--- config.mk ---
export PLATFORM = sky130hd
export DESIGN_NAME = poly_voice_allocator_cv
export DESIGN_NICKNAME = d
export VERILOG_FILES = /design/src/design/pva_pkg.sv /design/src/design/pva_front.sv /design/src/design/pva_queue.sv /design/src/design/pva_back.sv /design/src/design/poly_voice_allocator_cv.sv
export SDC_FILE = /design/constraint.sdc
export NUM_CORES = 1
export LEC_CHECK = 0
export CAP_MARGIN = 20
export CORE_AREA = 5 5 202 204
export CTS_CLUSTER_DIAMETER = 100
export DETAILED_ROUTE_END_ITERATION = 12
export DIE_AREA = 0 0 207 209
export DONT_BUFFER_PORTS = 1
export GPL_TIMING_DRIVEN = 0
export MAX_ROUTING_LAYER = met4
export SLEW_MARGIN = 20
export SYNTH_ARGS = -nofsm -noshare
export SYNTH_HDL_FRONTEND = slang
export SYNTH_HIERARCHICAL = 1
export SYNTH_SLANG_ARGS = --single-unit
--- constraint.sdc ---
create_clock -name i_clk -period 7 [get_ports i_clk]
set_input_delay 1.05 -clock i_clk [delete_from_list [all_inputs] [get_ports i_clk]]
set_output_delay 1.05 -clock i_clk [all_outputs]
set_load 0.01 [all_outputs]
--- src/design/pva_pkg.sv ---
// ----------------------------------------------------------------------------
// pva_pkg
// Shared types and constants of the polyphonic voice allocator.
// ----------------------------------------------------------------------------
package pva_pkg;

    localparam int PVA_VOICES      = 4;
    localparam int PVA_REPORTED    = 4;
    localparam int PVA_QUEUE_DEPTH = 2;

    localparam int NOTE_W = 7;
    localparam int VEL_W  = 7;
    localparam int CV_W   = 16;
    localparam int OCT_W  = 4;
    localparam int SEMI_W = 5;
    localparam int CENT_W = 8;
    localparam int CFG_IDX_W  = 2;
    localparam int CFG_DATA_W = 8;

    localparam logic [CFG_IDX_W-1:0] CFG_OCTAVE   = 2'd0;
    localparam logic [CFG_IDX_W-1:0] CFG_SEMITONE = 2'd1;
    localparam logic [CFG_IDX_W-1:0] CFG_CENT     = 2'd2;

    localparam logic [3:0] KIND_NOTE_ON  = 4'h9;
    localparam logic [3:0] KIND_NOTE_OFF = 4'h8;

    localparam logic [CV_W-1:0] CENTS_PER_OCTAVE   = 16'd1200;
    localparam logic [CV_W-1:0] CENTS_PER_SEMITONE = 16'd100;

    typedef logic [1:0] t_op;
    localparam t_op OP_NONE  = 2'd0;
    localparam t_op OP_ON    = 2'd1;
    localparam t_op OP_OFF   = 2'd2;
    localparam t_op OP_PANIC = 2'd3;

    typedef struct packed {
        t_op               op;
        logic [NOTE_W-1:0] note;
        logic [VEL_W-1:0]  vel;
    } t_cmd;

    typedef struct packed {
        logic signed [OCT_W-1:0]  octave;
        logic signed [SEMI_W-1:0] semitone;
        logic signed [CENT_W-1:0] cent;
    } t_cfg;

endpackage

--- src/design/pva_front.sv ---
// ----------------------------------------------------------------------------
// pva_front
// Classifies an incoming request into a voice command.
// ----------------------------------------------------------------------------
module pva_front import pva_pkg::*; (
    input  logic              i_req_type,
    input  logic [7:0]        i_status_byte,
    input  logic [NOTE_W-1:0] i_note_number,
    input  logic [VEL_W-1:0]  i_note_velocity,
    output t_cmd              o_cmd
);

    always_comb begin
        o_cmd.note = i_note_number;
        o_cmd.vel  = i_note_velocity;
        if (i_req_type) begin
            o_cmd.op = OP_PANIC;
        end else if (i_status_byte[7:4] == KIND_NOTE_ON) begin
            o_cmd.op = OP_ON;
        end else if (i_status_byte[7:4] == KIND_NOTE_OFF) begin
            o_cmd.op = OP_OFF;
        end else begin
            o_cmd.op = OP_NONE;
        end
    end

endmodule

--- src/design/pva_queue.sv ---
// ----------------------------------------------------------------------------
// pva_queue
// Short command queue between the classifier and the voice engine.
// ----------------------------------------------------------------------------
module pva_queue import pva_pkg::*; #(
    parameter int DEPTH = PVA_QUEUE_DEPTH
) (
    input  logic i_clk,
    input  logic i_rst_n,
    input  logic i_push,
    input  t_cmd i_cmd,
    output logic o_ready,
    input  logic i_pop,
    output logic o_valid,
    output t_cmd o_cmd
);

    localparam int PW = (DEPTH > 1) ? $clog2(DEPTH) : 1;
    localparam int CW = $clog2(DEPTH + 1);

    t_cmd          r_mem [DEPTH];
    logic [PW-1:0] r_wr_ptr, n_wr_ptr;
    logic [PW-1:0] r_rd_ptr, n_rd_ptr;
    logic [CW-1:0] r_count, n_count;
    logic          w_push, w_pop;

    assign o_ready = (r_count != CW'(DEPTH));
    assign o_valid = (r_count != '0);
    assign o_cmd   = r_mem[r_rd_ptr];
    assign w_push  = i_push && o_ready;
    assign w_pop   = i_pop && o_valid;

    always_comb begin
        n_wr_ptr = r_wr_ptr;
        n_rd_ptr = r_rd_ptr;
        n_count  = r_count;
        if (w_push) begin
            n_wr_ptr = (r_wr_ptr == PW'(DEPTH - 1)) ? '0 : r_wr_ptr + 1'b1;
        end
        if (w_pop) begin
            n_rd_ptr = (r_rd_ptr == PW'(DEPTH - 1)) ? '0 : r_rd_ptr + 1'b1;
        end
        if (w_push && !w_pop) begin
            n_count = r_count + 1'b1;
        end else if (w_pop && !w_push) begin
            n_count = r_count - 1'b1;
        end
    end

    always_ff @(posedge i_clk) begin
        if (!i_rst_n) begin
            r_wr_ptr <= '0;
            r_rd_ptr <= '0;
            r_count  <= '0;
        end else begin
            r_wr_ptr <= n_wr_ptr;
            r_rd_ptr <= n_rd_ptr;
            r_count  <= n_count;
        end
    end

    always_ff @(posedge i_clk) begin
        if (w_push) begin
            r_mem[r_wr_ptr] <= i_cmd;
        end
    end

endmodule

--- src/design/pva_back.sv ---
// ----------------------------------------------------------------------------
// pva_back
// Voice engine: updates the voice table and registers the CV result.
// ----------------------------------------------------------------------------
module pva_back import pva_pkg::*; #(
    parameter int VOICES = PVA_VOICES
) (
    input  logic                   i_clk,
    input  logic                   i_rst_n,
    input  t_cfg                   i_cfg,
    input  logic                   i_cmd_valid,
    input  t_cmd                   i_cmd,
    output logic                   o_cmd_pop,
    output logic                   o_out_valid,
    input  logic                   i_out_ready,
    output logic signed [CV_W-1:0] o_cv [PVA_REPORTED],
    output logic [PVA_REPORTED-1:0] o_gate_bits,
    output logic [VEL_W-1:0]       o_velocity_level
);

    localparam int PW = (VOICES > 1) ? $clog2(VOICES) : 1;

    logic [NOTE_W-1:0] r_note [VOICES];
    logic [NOTE_W-1:0] n_note [VOICES];
    logic [VOICES-1:0] r_busy, n_busy;
    logic [VEL_W-1:0]  r_vel, n_vel;
    logic [PW-1:0]     r_ptr, n_ptr;
    logic signed [CV_W-1:0] r_base;
    logic signed [CV_W-1:0] n_cv [PVA_REPORTED];
    logic [PVA_REPORTED-1:0] n_gate;
    logic                    r_out_valid;
    logic signed [CV_W-1:0]  r_cv [PVA_REPORTED];
    logic [PVA_REPORTED-1:0] r_gate;
    logic [VEL_W-1:0]        r_out_vel;
    logic                    w_pop;
    logic                    found;

    assign w_pop     = i_cmd_valid && (!r_out_valid || i_out_ready);
    assign o_cmd_pop = w_pop;

    always_comb begin
        n_note = r_note;
        n_busy = r_busy;
        n_vel  = r_vel;
        n_ptr  = r_ptr;
        found  = 1'b0;
        unique case (i_cmd.op)
            OP_PANIC: begin
                for (int i = 0; i < VOICES; i++) begin
                    n_note[i] = '0;
                end
                n_busy = '0;
            end
            OP_ON: begin
                for (int i = 0; i < VOICES; i++) begin
                    if (!found && !r_busy[i]) begin
                        n_note[i] = i_cmd.note;
                        n_busy[i] = 1'b1;
                        found     = 1'b1;
                    end
                end
                if (!found) begin
                    for (int i = 0; i < VOICES; i++) begin
                        if (r_ptr == PW'(i)) begin
                            n_note[i] = i_cmd.note;
                        end
                    end
                    n_ptr = (r_ptr == PW'(VOICES - 1)) ? '0 : r_ptr + 1'b1;
                end
                n_vel = i_cmd.vel;
            end
            OP_OFF: begin
                for (int i = 0; i < VOICES; i++) begin
                    if (!found && r_busy[i] && (r_note[i] == i_cmd.note)) begin
                        n_note[i] = '0;
                        n_busy[i] = 1'b0;
                        found     = 1'b1;
                    end
                end
            end
            default: begin
            end
        endcase
        if (n_busy == '0) begin
            n_vel = '0;
            n_ptr = '0;
        end
    end

    for (genvar g = 0; g < PVA_REPORTED; g++) begin : g_rep
        if (g < VOICES) begin : g_live
            assign n_cv[g]   = r_base
                             + $signed(CV_W'({9'd0, n_note[g]}) * CENTS_PER_SEMITONE);
            assign n_gate[g] = n_busy[g];
        end else begin : g_dead
            assign n_cv[g]   = '0;
            assign n_gate[g] = 1'b0;
        end
    end

    // tune offset in cents, follows the config registers
    always_ff @(posedge i_clk) begin
        r_base <= $signed(CV_W'($signed(i_cfg.octave)) * CENTS_PER_OCTAVE)
                + $signed(CV_W'($signed(i_cfg.semitone)) * CENTS_PER_SEMITONE)
                + CV_W'($signed(i_cfg.cent));
    end

    always_ff @(posedge i_clk) begin
        if (!i_rst_n) begin
            for (int i = 0; i < VOICES; i++) begin
                r_note[i] <= '0;
            end
            r_busy      <= '0;
            r_vel       <= '0;
            r_ptr       <= '0;
            r_out_valid <= 1'b0;
        end else begin
            if (w_pop) begin
                r_note      <= n_note;
                r_busy      <= n_busy;
                r_vel       <= n_vel;
                r_ptr       <= n_ptr;
                r_out_valid <= 1'b1;
            end else if (i_out_ready) begin
                r_out_valid <= 1'b0;
            end
        end
    end

    always_ff @(posedge i_clk) begin
        if (w_pop) begin
            r_cv      <= n_cv;
            r_gate    <= n_gate;
            r_out_vel <= n_vel;
        end
    end

    assign o_out_valid      = r_out_valid;
    assign o_cv             = r_cv;
    assign o_gate_bits      = r_gate;
    assign o_velocity_level = r_out_vel;

endmodule

--- src/design/poly_voice_allocator_cv.sv ---
// ----------------------------------------------------------------------------
// poly_voice_allocator_cv
// Polyphonic MIDI voice allocator with round-robin steal and pitch CV out.
// ----------------------------------------------------------------------------
// channel  direction  handshake                 payload
// in       input      i_in_valid / o_in_ready   req_type, status, note, velocity
// out      output     o_out_valid / i_out_ready pitch_cv_0..3, gate_bits, velocity
// cfg      input      i_cfg_valid / o_cfg_ready i_cfg_index, i_cfg_data
//
// One transfer per cycle sustained while neither channel stalls; each result passes
// through the 2-entry command queue and then the output register.
// Synchronous active-low reset empties the queue and clears the voice table.
// Output stalls back up into the queue; input stalls only when the queue is full.
// Config writes always complete: o_cfg_ready is tied high.
// ----------------------------------------------------------------------------
module poly_voice_allocator_cv import pva_pkg::*; #(
    parameter int VOICES = PVA_VOICES
) (
    input  logic                   i_clk,
    input  logic                   i_rst_n,
    input  logic                   i_in_valid,
    output logic                   o_in_ready,
    input  logic                   i_req_type,
    input  logic [7:0]             i_status_byte,
    input  logic [NOTE_W-1:0]      i_note_number,
    input  logic [VEL_W-1:0]       i_note_velocity,
    output logic                   o_out_valid,
    input  logic                   i_out_ready,
    output logic signed [CV_W-1:0] o_pitch_cv_0,
    output logic signed [CV_W-1:0] o_pitch_cv_1,
    output logic signed [CV_W-1:0] o_pitch_cv_2,
    output logic signed [CV_W-1:0] o_pitch_cv_3,
    output logic [3:0]             o_gate_bits,
    output logic [VEL_W-1:0]       o_velocity_level,
    input  logic                   i_cfg_valid,
    output logic                   o_cfg_ready,
    input  logic [CFG_IDX_W-1:0]   i_cfg_index,
    input  logic [CFG_DATA_W-1:0]  i_cfg_data
);

    t_cfg r_cfg;
    t_cmd w_cmd_in;
    t_cmd w_cmd_head;
    logic w_head_valid;
    logic w_pop;
    logic signed [CV_W-1:0] w_cv [PVA_REPORTED];

    assign o_cfg_ready = 1'b1;

    always_ff @(posedge i_clk) begin
        if (!i_rst_n) begin
            r_cfg <= '0;
        end else if (i_cfg_valid) begin
            unique case (i_cfg_index)
                CFG_OCTAVE:   r_cfg.octave   <= i_cfg_data[OCT_W-1:0];
                CFG_SEMITONE: r_cfg.semitone <= i_cfg_data[SEMI_W-1:0];
                CFG_CENT:     r_cfg.cent     <= i_cfg_data[CENT_W-1:0];
                default: begin
                end
            endcase
        end
    end

    pva_front u_front (
        .i_req_type      (i_req_type),
        .i_status_byte   (i_status_byte),
        .i_note_number   (i_note_number),
        .i_note_velocity (i_note_velocity),
        .o_cmd           (w_cmd_in)
    );

    pva_queue #(
        .DEPTH (PVA_QUEUE_DEPTH)
    ) u_queue (
        .i_clk   (i_clk),
        .i_rst_n (i_rst_n),
        .i_push  (i_in_valid),
        .i_cmd   (w_cmd_in),
        .o_ready (o_in_ready),
        .i_pop   (w_pop),
        .o_valid (w_head_valid),
        .o_cmd   (w_cmd_head)
    );

    pva_back #(
        .VOICES (VOICES)
    ) u_back (
        .i_clk            (i_clk),
        .i_rst_n          (i_rst_n),
        .i_cfg            (r_cfg),
        .i_cmd_valid      (w_head_valid),
        .i_cmd            (w_cmd_head),
        .o_cmd_pop        (w_pop),
        .o_out_valid      (o_out_valid),
        .i_out_ready      (i_out_ready),
        .o_cv             (w_cv),
        .o_gate_bits      (o_gate_bits),
        .o_velocity_level (o_velocity_level)
    );

    assign o_pitch_cv_0 = w_cv[0];
    assign o_pitch_cv_1 = w_cv[1];
    assign o_pitch_cv_2 = w_cv[2];
    assign o_pitch_cv_3 = w_cv[3];

endmodule

---- Word-level counts from Yosys, hierarchy flattened ----
Memory sizes are Yosys's and may differ from the RTL's. A register that Yosys moved wholly into a read port is not among the register bits.
Index checks and enable logic that the tools add are counted.
storage, ports and cells
  bits in registers ....................... 154
  latch bits .............................. 0
  memory bits (writable) .................. 32
  ROM bits ................................ 0
  bits of input ports ..................... 38
  output and inout port bits .............. 78
  word-level logic and storage cells ...... 149
  memories ................................ 1
memories
  memory         words  width  rd ports  clocked after Yosys merged registers in  wr ports  line             text
  u_queue.r_mem  2      16     1         1                                        1         pva_queue.sv:21  t_cmd r_mem [DEPTH];
operators by class
  add/sub/neg operators ................... 11
  multipliers ............................. 6
  divide/modulo/power cells ............... 0
  order comparisons ....................... 0
  equality and inequality tests ........... 16
  shift operators ......................... 0
  mux-type cells .......................... 55
  bitwise gates (word level) .............. 0
  reductions and logical operators ........ 39
operator list
  cell                                                number
  two-way mux 7 bit                                   14
  case mux 28 bit (3 select lines)                    1
  adder 16 x 15 -> 16 bit                             4
  multiplier 7 x 5 -> 12 bit, second input constant   4
  two-way mux 1 bit                                   29
  == test 7 bit                                       4
  two-way mux 28 bit                                  1
  two-way mux 2 bit                                   9
  adder 16 bit                                        1
  adder 16 x 8 -> 16 bit                              1
  multiplier 16 x 5 -> 14 bit, second input constant  1
  multiplier 16 x 7 -> 12 bit, second input constant  1
  logical AND 1 bit                                   15
  zero test 1 bit                                     12
  case mux 4 bit (3 select lines)                     1
  == test 2 bit, second input constant                5
  == test 4 bit, second input constant                2
  nonzero test 2 bit                                  4
  == test 2 x 1 -> 1 bit, second input constant       3
  AND reduction 2 bit                                 3
  adder 2 x 1 -> 2 bit, second input constant         2
  zero test 2 bit                                     2
  zero test 4 bit                                     1
  inequality test 2 bit, second input constant        2
  other kinds (4)                                     5

---- Longest topological paths before layout ----
  depth in word-level cells ............... 22
  gate-level depth with buffers ........... 28
  depth with buffers taken out ............ 25

---- Cells and area by module ----
The synthesis kept the hierarchy.
by module, submodules not included
  module                   times used  cells each  area an instance (um2)  sequential area each (um2)
  pva_back                 1           1150        11203.2                 3233.1
  pva_queue                1           74          1396.3                  1061.0
  poly_voice_allocator_cv  1           68          670.6                   340.3
  pva_front                1           18          136.4                   0.0

---- Worst setup path before layout ----
No wires, ideal clock.
  kind .................................... reg2reg
  start point ............................. reg with a tool-made name
  end point ............................... reg u_back.r_cv (netlist bit u_back/o_cv[15]), data pin
  library setup time ...................... 261 ps
  arrival ................................. 5651 ps
  required time ........................... 6739 ps
  setup slack ............................. 1088 ps
  stages on the path, launching flop included .. 27
  path buffers ............................ 4
  clock period less this slack ............ 5912 ps
  cells stage by stage .................... dfxtp_1 > buf_2 > buf_4 > mux2_2 > buf_4 > xnor2_1 > nand3_1 > nor3_1 > nor4_1 > o21ai_1 > and2_2 > buf_2 > a22o_1 > ha_1 > ha_1 > ha_1 > fa_1 > a21o_1 > a21oi_1 > o21bai_1 > a21oi_1 > xnor2_1 > ha_1 > or3_1 > o211a_1 > o21ai_0 > xnor2_1
RTL lines
  element               line             text
  end signal, assigned  pva_back.sv:132  r_cv <= n_cv;
  end, declared         pva_back.sv:32   logic signed [CV_W-1:0] r_cv [PVA_REPORTED];

==> reports/qor.yml <==
drt:
  vias_per_cell: 5.07
  drt_pass1_iterations: 5
  drt-total-wl_mm: 30.5
  drt_iter0_drc: 409
  drc_errors: 0
  drtAntennaViolNets: 0
  vias: 9477
  post_drt_wl_per_cell_um: 16.3
cts:
  clockRootBuffer: "clkbuf_16"
  numCtsBuffers: 17
  cts_resized: 0
  cts_hold_buffers: 0
  htree_levels: 4
  cts_tree: "done"
  path_clk_slew_ps: 70
  clock_sinks: 181
  clockBufferDepth: 2
  cts_setup_buffers: 0
  clock_latency_ps: 450
critical_path:
  worst-path-buf-inv: 4
  path_common_cell: "ha_1"
  cpPeakStageDelay_ps: 470
  critPathRequiredTime_ps: 7190
  rrSetupSlack_ps: 400
  worstSetupPathType: "flip-flop to flip-flop"
  reg2regPathDepth: 26
  r2r-end: "u_back/o_cv[15]"
  crit_fanout: 10
  cp-start-kind: "flip-flop"
  cp_slowest_cell: "fa_1"
  worstSetupEndpointType: "flip-flop"
  worstPathArrival_ps: 6790
  cp_top_family: "compound AO/OA/AOI/OAI gates"
worst_hold_path:
  hold_class: "flip-flop to flip-flop"
  hp-start: "r_cfg[0]"
  hold_depth: 0
  min_to: "u_back/r_base[0]"
logic_synthesis:
  avgSynthCellArea_um2: 10.2
  synth-seq-cells: 181
  yosysUniqueCellTypes: 67
  ys_top_cells_by_area: "edfxtp_1 23%, ha_1 19%, dfxtp_1 12%, xnor2_1 6.6%, fa_1 4.6%"
  synthCells: 1310
  async_flop_share_pct: 0
  netlist_area_mm2: 0.0134
  synth_warnings: 6
  synth_nets: 1582
  synth_edf_count: 101
  synth_top_cell_by_area: "edfxtp_1"
  synth_top_area_share_pct: 22.6
  synth_ff_type: "edfxtp_1"
  synth-seq-area-share_pct: 34.6
power:
  vdd.ir_drop.worst_uv: 192
  p_per_area_mw_per_mm2: 346
  p_total_mw: 5.10
  power.leakage_nw: 6.65
timing:
  setup_violations: 0
  finalHoldViolations: 0
  max_freq_ghz: 0.151
  rsz0062_at_grt: "false"
  setup_tns_ps: 0
  finalCritPeriodShare_pct: 94.3
  slew-limit-headroom_pct: 45.5
  clock_skew_ps: 9.81
  period_needed_ps: 6600
  final-max-slew-violation-count: 0
  worst_pin_slew_ps: 812
die:
  placement_rows: 73
  die_width_um: 207
  core-area_mm2: 0.0391
  die-area_mm2: 0.0433
  start_util_pct: 34.3
  io_pins: 116
  die_y_um: 209
place:
  hpwl_mm: 23.6
  place.gp.congestion: 0.849
  io_buffers: 0
grt:
  grt_max_degree: 53
  antenna_found_initial: 1
  gr-total-overflow: 0
  grt_pass1_vias: 9224
  grt_pass1_wl_mm: 48.2
  grt_usage_pct: 14.3
finish:
  area_growth_pct: 9.94
  register_area_mm2: 0.00463
  fin_nets: 1602
  multi_input_area_mm2: 0.00806
  num-fill-cells: 3914
  drive_above_1_share_pct: 8.64
status:
  run_status: "finished clean"
job:
  drv_cap: 0
## stage by stage
step | utilization (%) | setup slack [ps] | instance area [um^2] | instances | hold WS (ps)
detailed placement | 36.0 | 303 | 14100 | 1836 | 340
global route | 37.7 | 42.2 | 14700 | 1869 | 362
floorplan | - | 1090 | 13400 | 1310 | 331
global placement | 36.0 | 134 | 14100 | 1835 | 340
CTS | 37.7 | 259 | 14700 | 1868 | 355
finish | 37.7 | 397 | 14700 | 1869 | 356
## registers in the layout (all words and copies together) (netlist names), named ones only
signal                   flops
u_back/o_cv                 58
u_queue/r_mem               32
u_back/r_note               28
r_cfg                       17
u_back/r_base               16
u_back/o_velocity_level      7
u_back/r_vel                 7
u_back/o_gate_bits           4
u_back/r_busy                4
u_back/r_ptr                 2
u_queue/r_count              2
u_back/o_out_valid           1
u_queue/r_rd_ptr             1
u_queue/r_wr_ptr             1
## metal layers
layer  part of all wire [%]  up-vias  track usage [%]
met4                    1.6        0             3.85
met1                     45     4525             17.3
met2                     48      198             23.6
met3                    5.0       32             3.81
li1                       -     4722                -
met5                      0        -                -
## layout make-up
cell class,count,area share [%]
multi-input combinational,978,54.7
sequential,181,31.4
tap,525,4.46
clock buffer,19,3.01
buffer,62,2.70
inverter,89,2.27
clock inverter,13,1.32
timing repair buffer,1,0.136
antenna,1,0.0170
## cells in the mapped netlist (4+ instances only)
| cell type | instances |
|---|---|
| ha_1 | 203 |
| edfxtp_1 | 101 |
| xnor2_1 | 101 |
| inv_1 | 89 |
| dfxtp_1 | 80 |
| nand2_1 | 79 |
| nor2_1 | 78 |
| a21oi_1 | 75 |
| o21ai_0 | 50 |
| nand3_1 | 36 |
| fa_1 | 31 |
| xor2_1 | 31 |
| nor3_1 | 28 |
| a22o_1 | 27 |
| buf_4 | 25 |
| clkbuf_1 | 22 |
| a21o_1 | 20 |
| mux2_2 | 18 |
| mux2i_1 | 17 |
| o21a_1 | 14 |
| a211oi_1 | 13 |
| and3_1 | 12 |
| nor2b_1 | 12 |
| o211ai_1 | 12 |
| o21bai_1 | 12 |
| a31oi_1 | 11 |
| and2_1 | 11 |
| a22oi_1 | 9 |
| nand4_1 | 9 |
| buf_6 | 8 |
| o21ba_2 | 7 |
| buf_2 | 6 |
| o41ai_1 | 6 |
| or3_1 | 5 |
| nand2b_1 | 4 |
| o221ai_1 | 4 |
## worst max path at each step
stage / start / end / slack (ps) / cells after the start
after global routing: flip-flop / u_back/o_cv[15] / 40 / 26
after CTS: flip-flop / u_back/o_cv[15] / 260 / 26
after global placement: i_out_ready / u_queue/r_count[1] / 130 / 10
after floorplan: flip-flop / u_back/o_cv[15] / 1090 / 26
after detailed placement: flip-flop / u_back/o_cv[15] / 300 / 26
final: flip-flop / u_back/o_cv[15] / 400 / 26
## power by group
| group | leakage [nW] | switching, mW | internal, mW |
|---|---|---|---|
| combinational | 4.71 | 1.28 | 0.891 |
| sequential | 1.62 | 0.313 | 1.56 |
| clock | 0.310 | 0.436 | 0.614 |
## cell usage in the layout, fill, tap and decap left out, types with 12 or more instances in the layout
cell type  Yosys  final
clkbuf_1      22     22
nand3_1       36     36
ha_1         203    203
dfxtp_1       80     80
xnor2_1      101    101
o211ai_1      12     12
nor3_1        28     28
a21o_1        20     20
fa_1          31     31
a22o_1        27     27
a211oi_1      13     13
nor2b_1       12     12
mux2i_1       17     17
o21ai_0       50     50
inv_1         89     89
o21bai_1      12     12
xor2_1        31     31
buf_4         25     25
clkbuf_16      0     17
a21oi_1       75     75
and3_1        12     12
o21a_1        14     14
nand2_1       79     79
nor2_1        78     77
edfxtp_1     101    101
mux2_2        18     18
## cell families (layout without fill, tap and decap cells)
family	after synthesis	count (layout)	share of synthesized area (%)
buffers and inverters	151	184	5.43
DFF	181	181	34.6
and+or+nand+nor	289	289	10.3
xor gates and xnor gates	133	133	8.74
adders and majority gates	234	234	23.6
muxes	35	35	2.78
AOI/OAI and AO/OA	286	286	14.6
other	1	2	0.0280
Power figures use the tool's default switching activity.
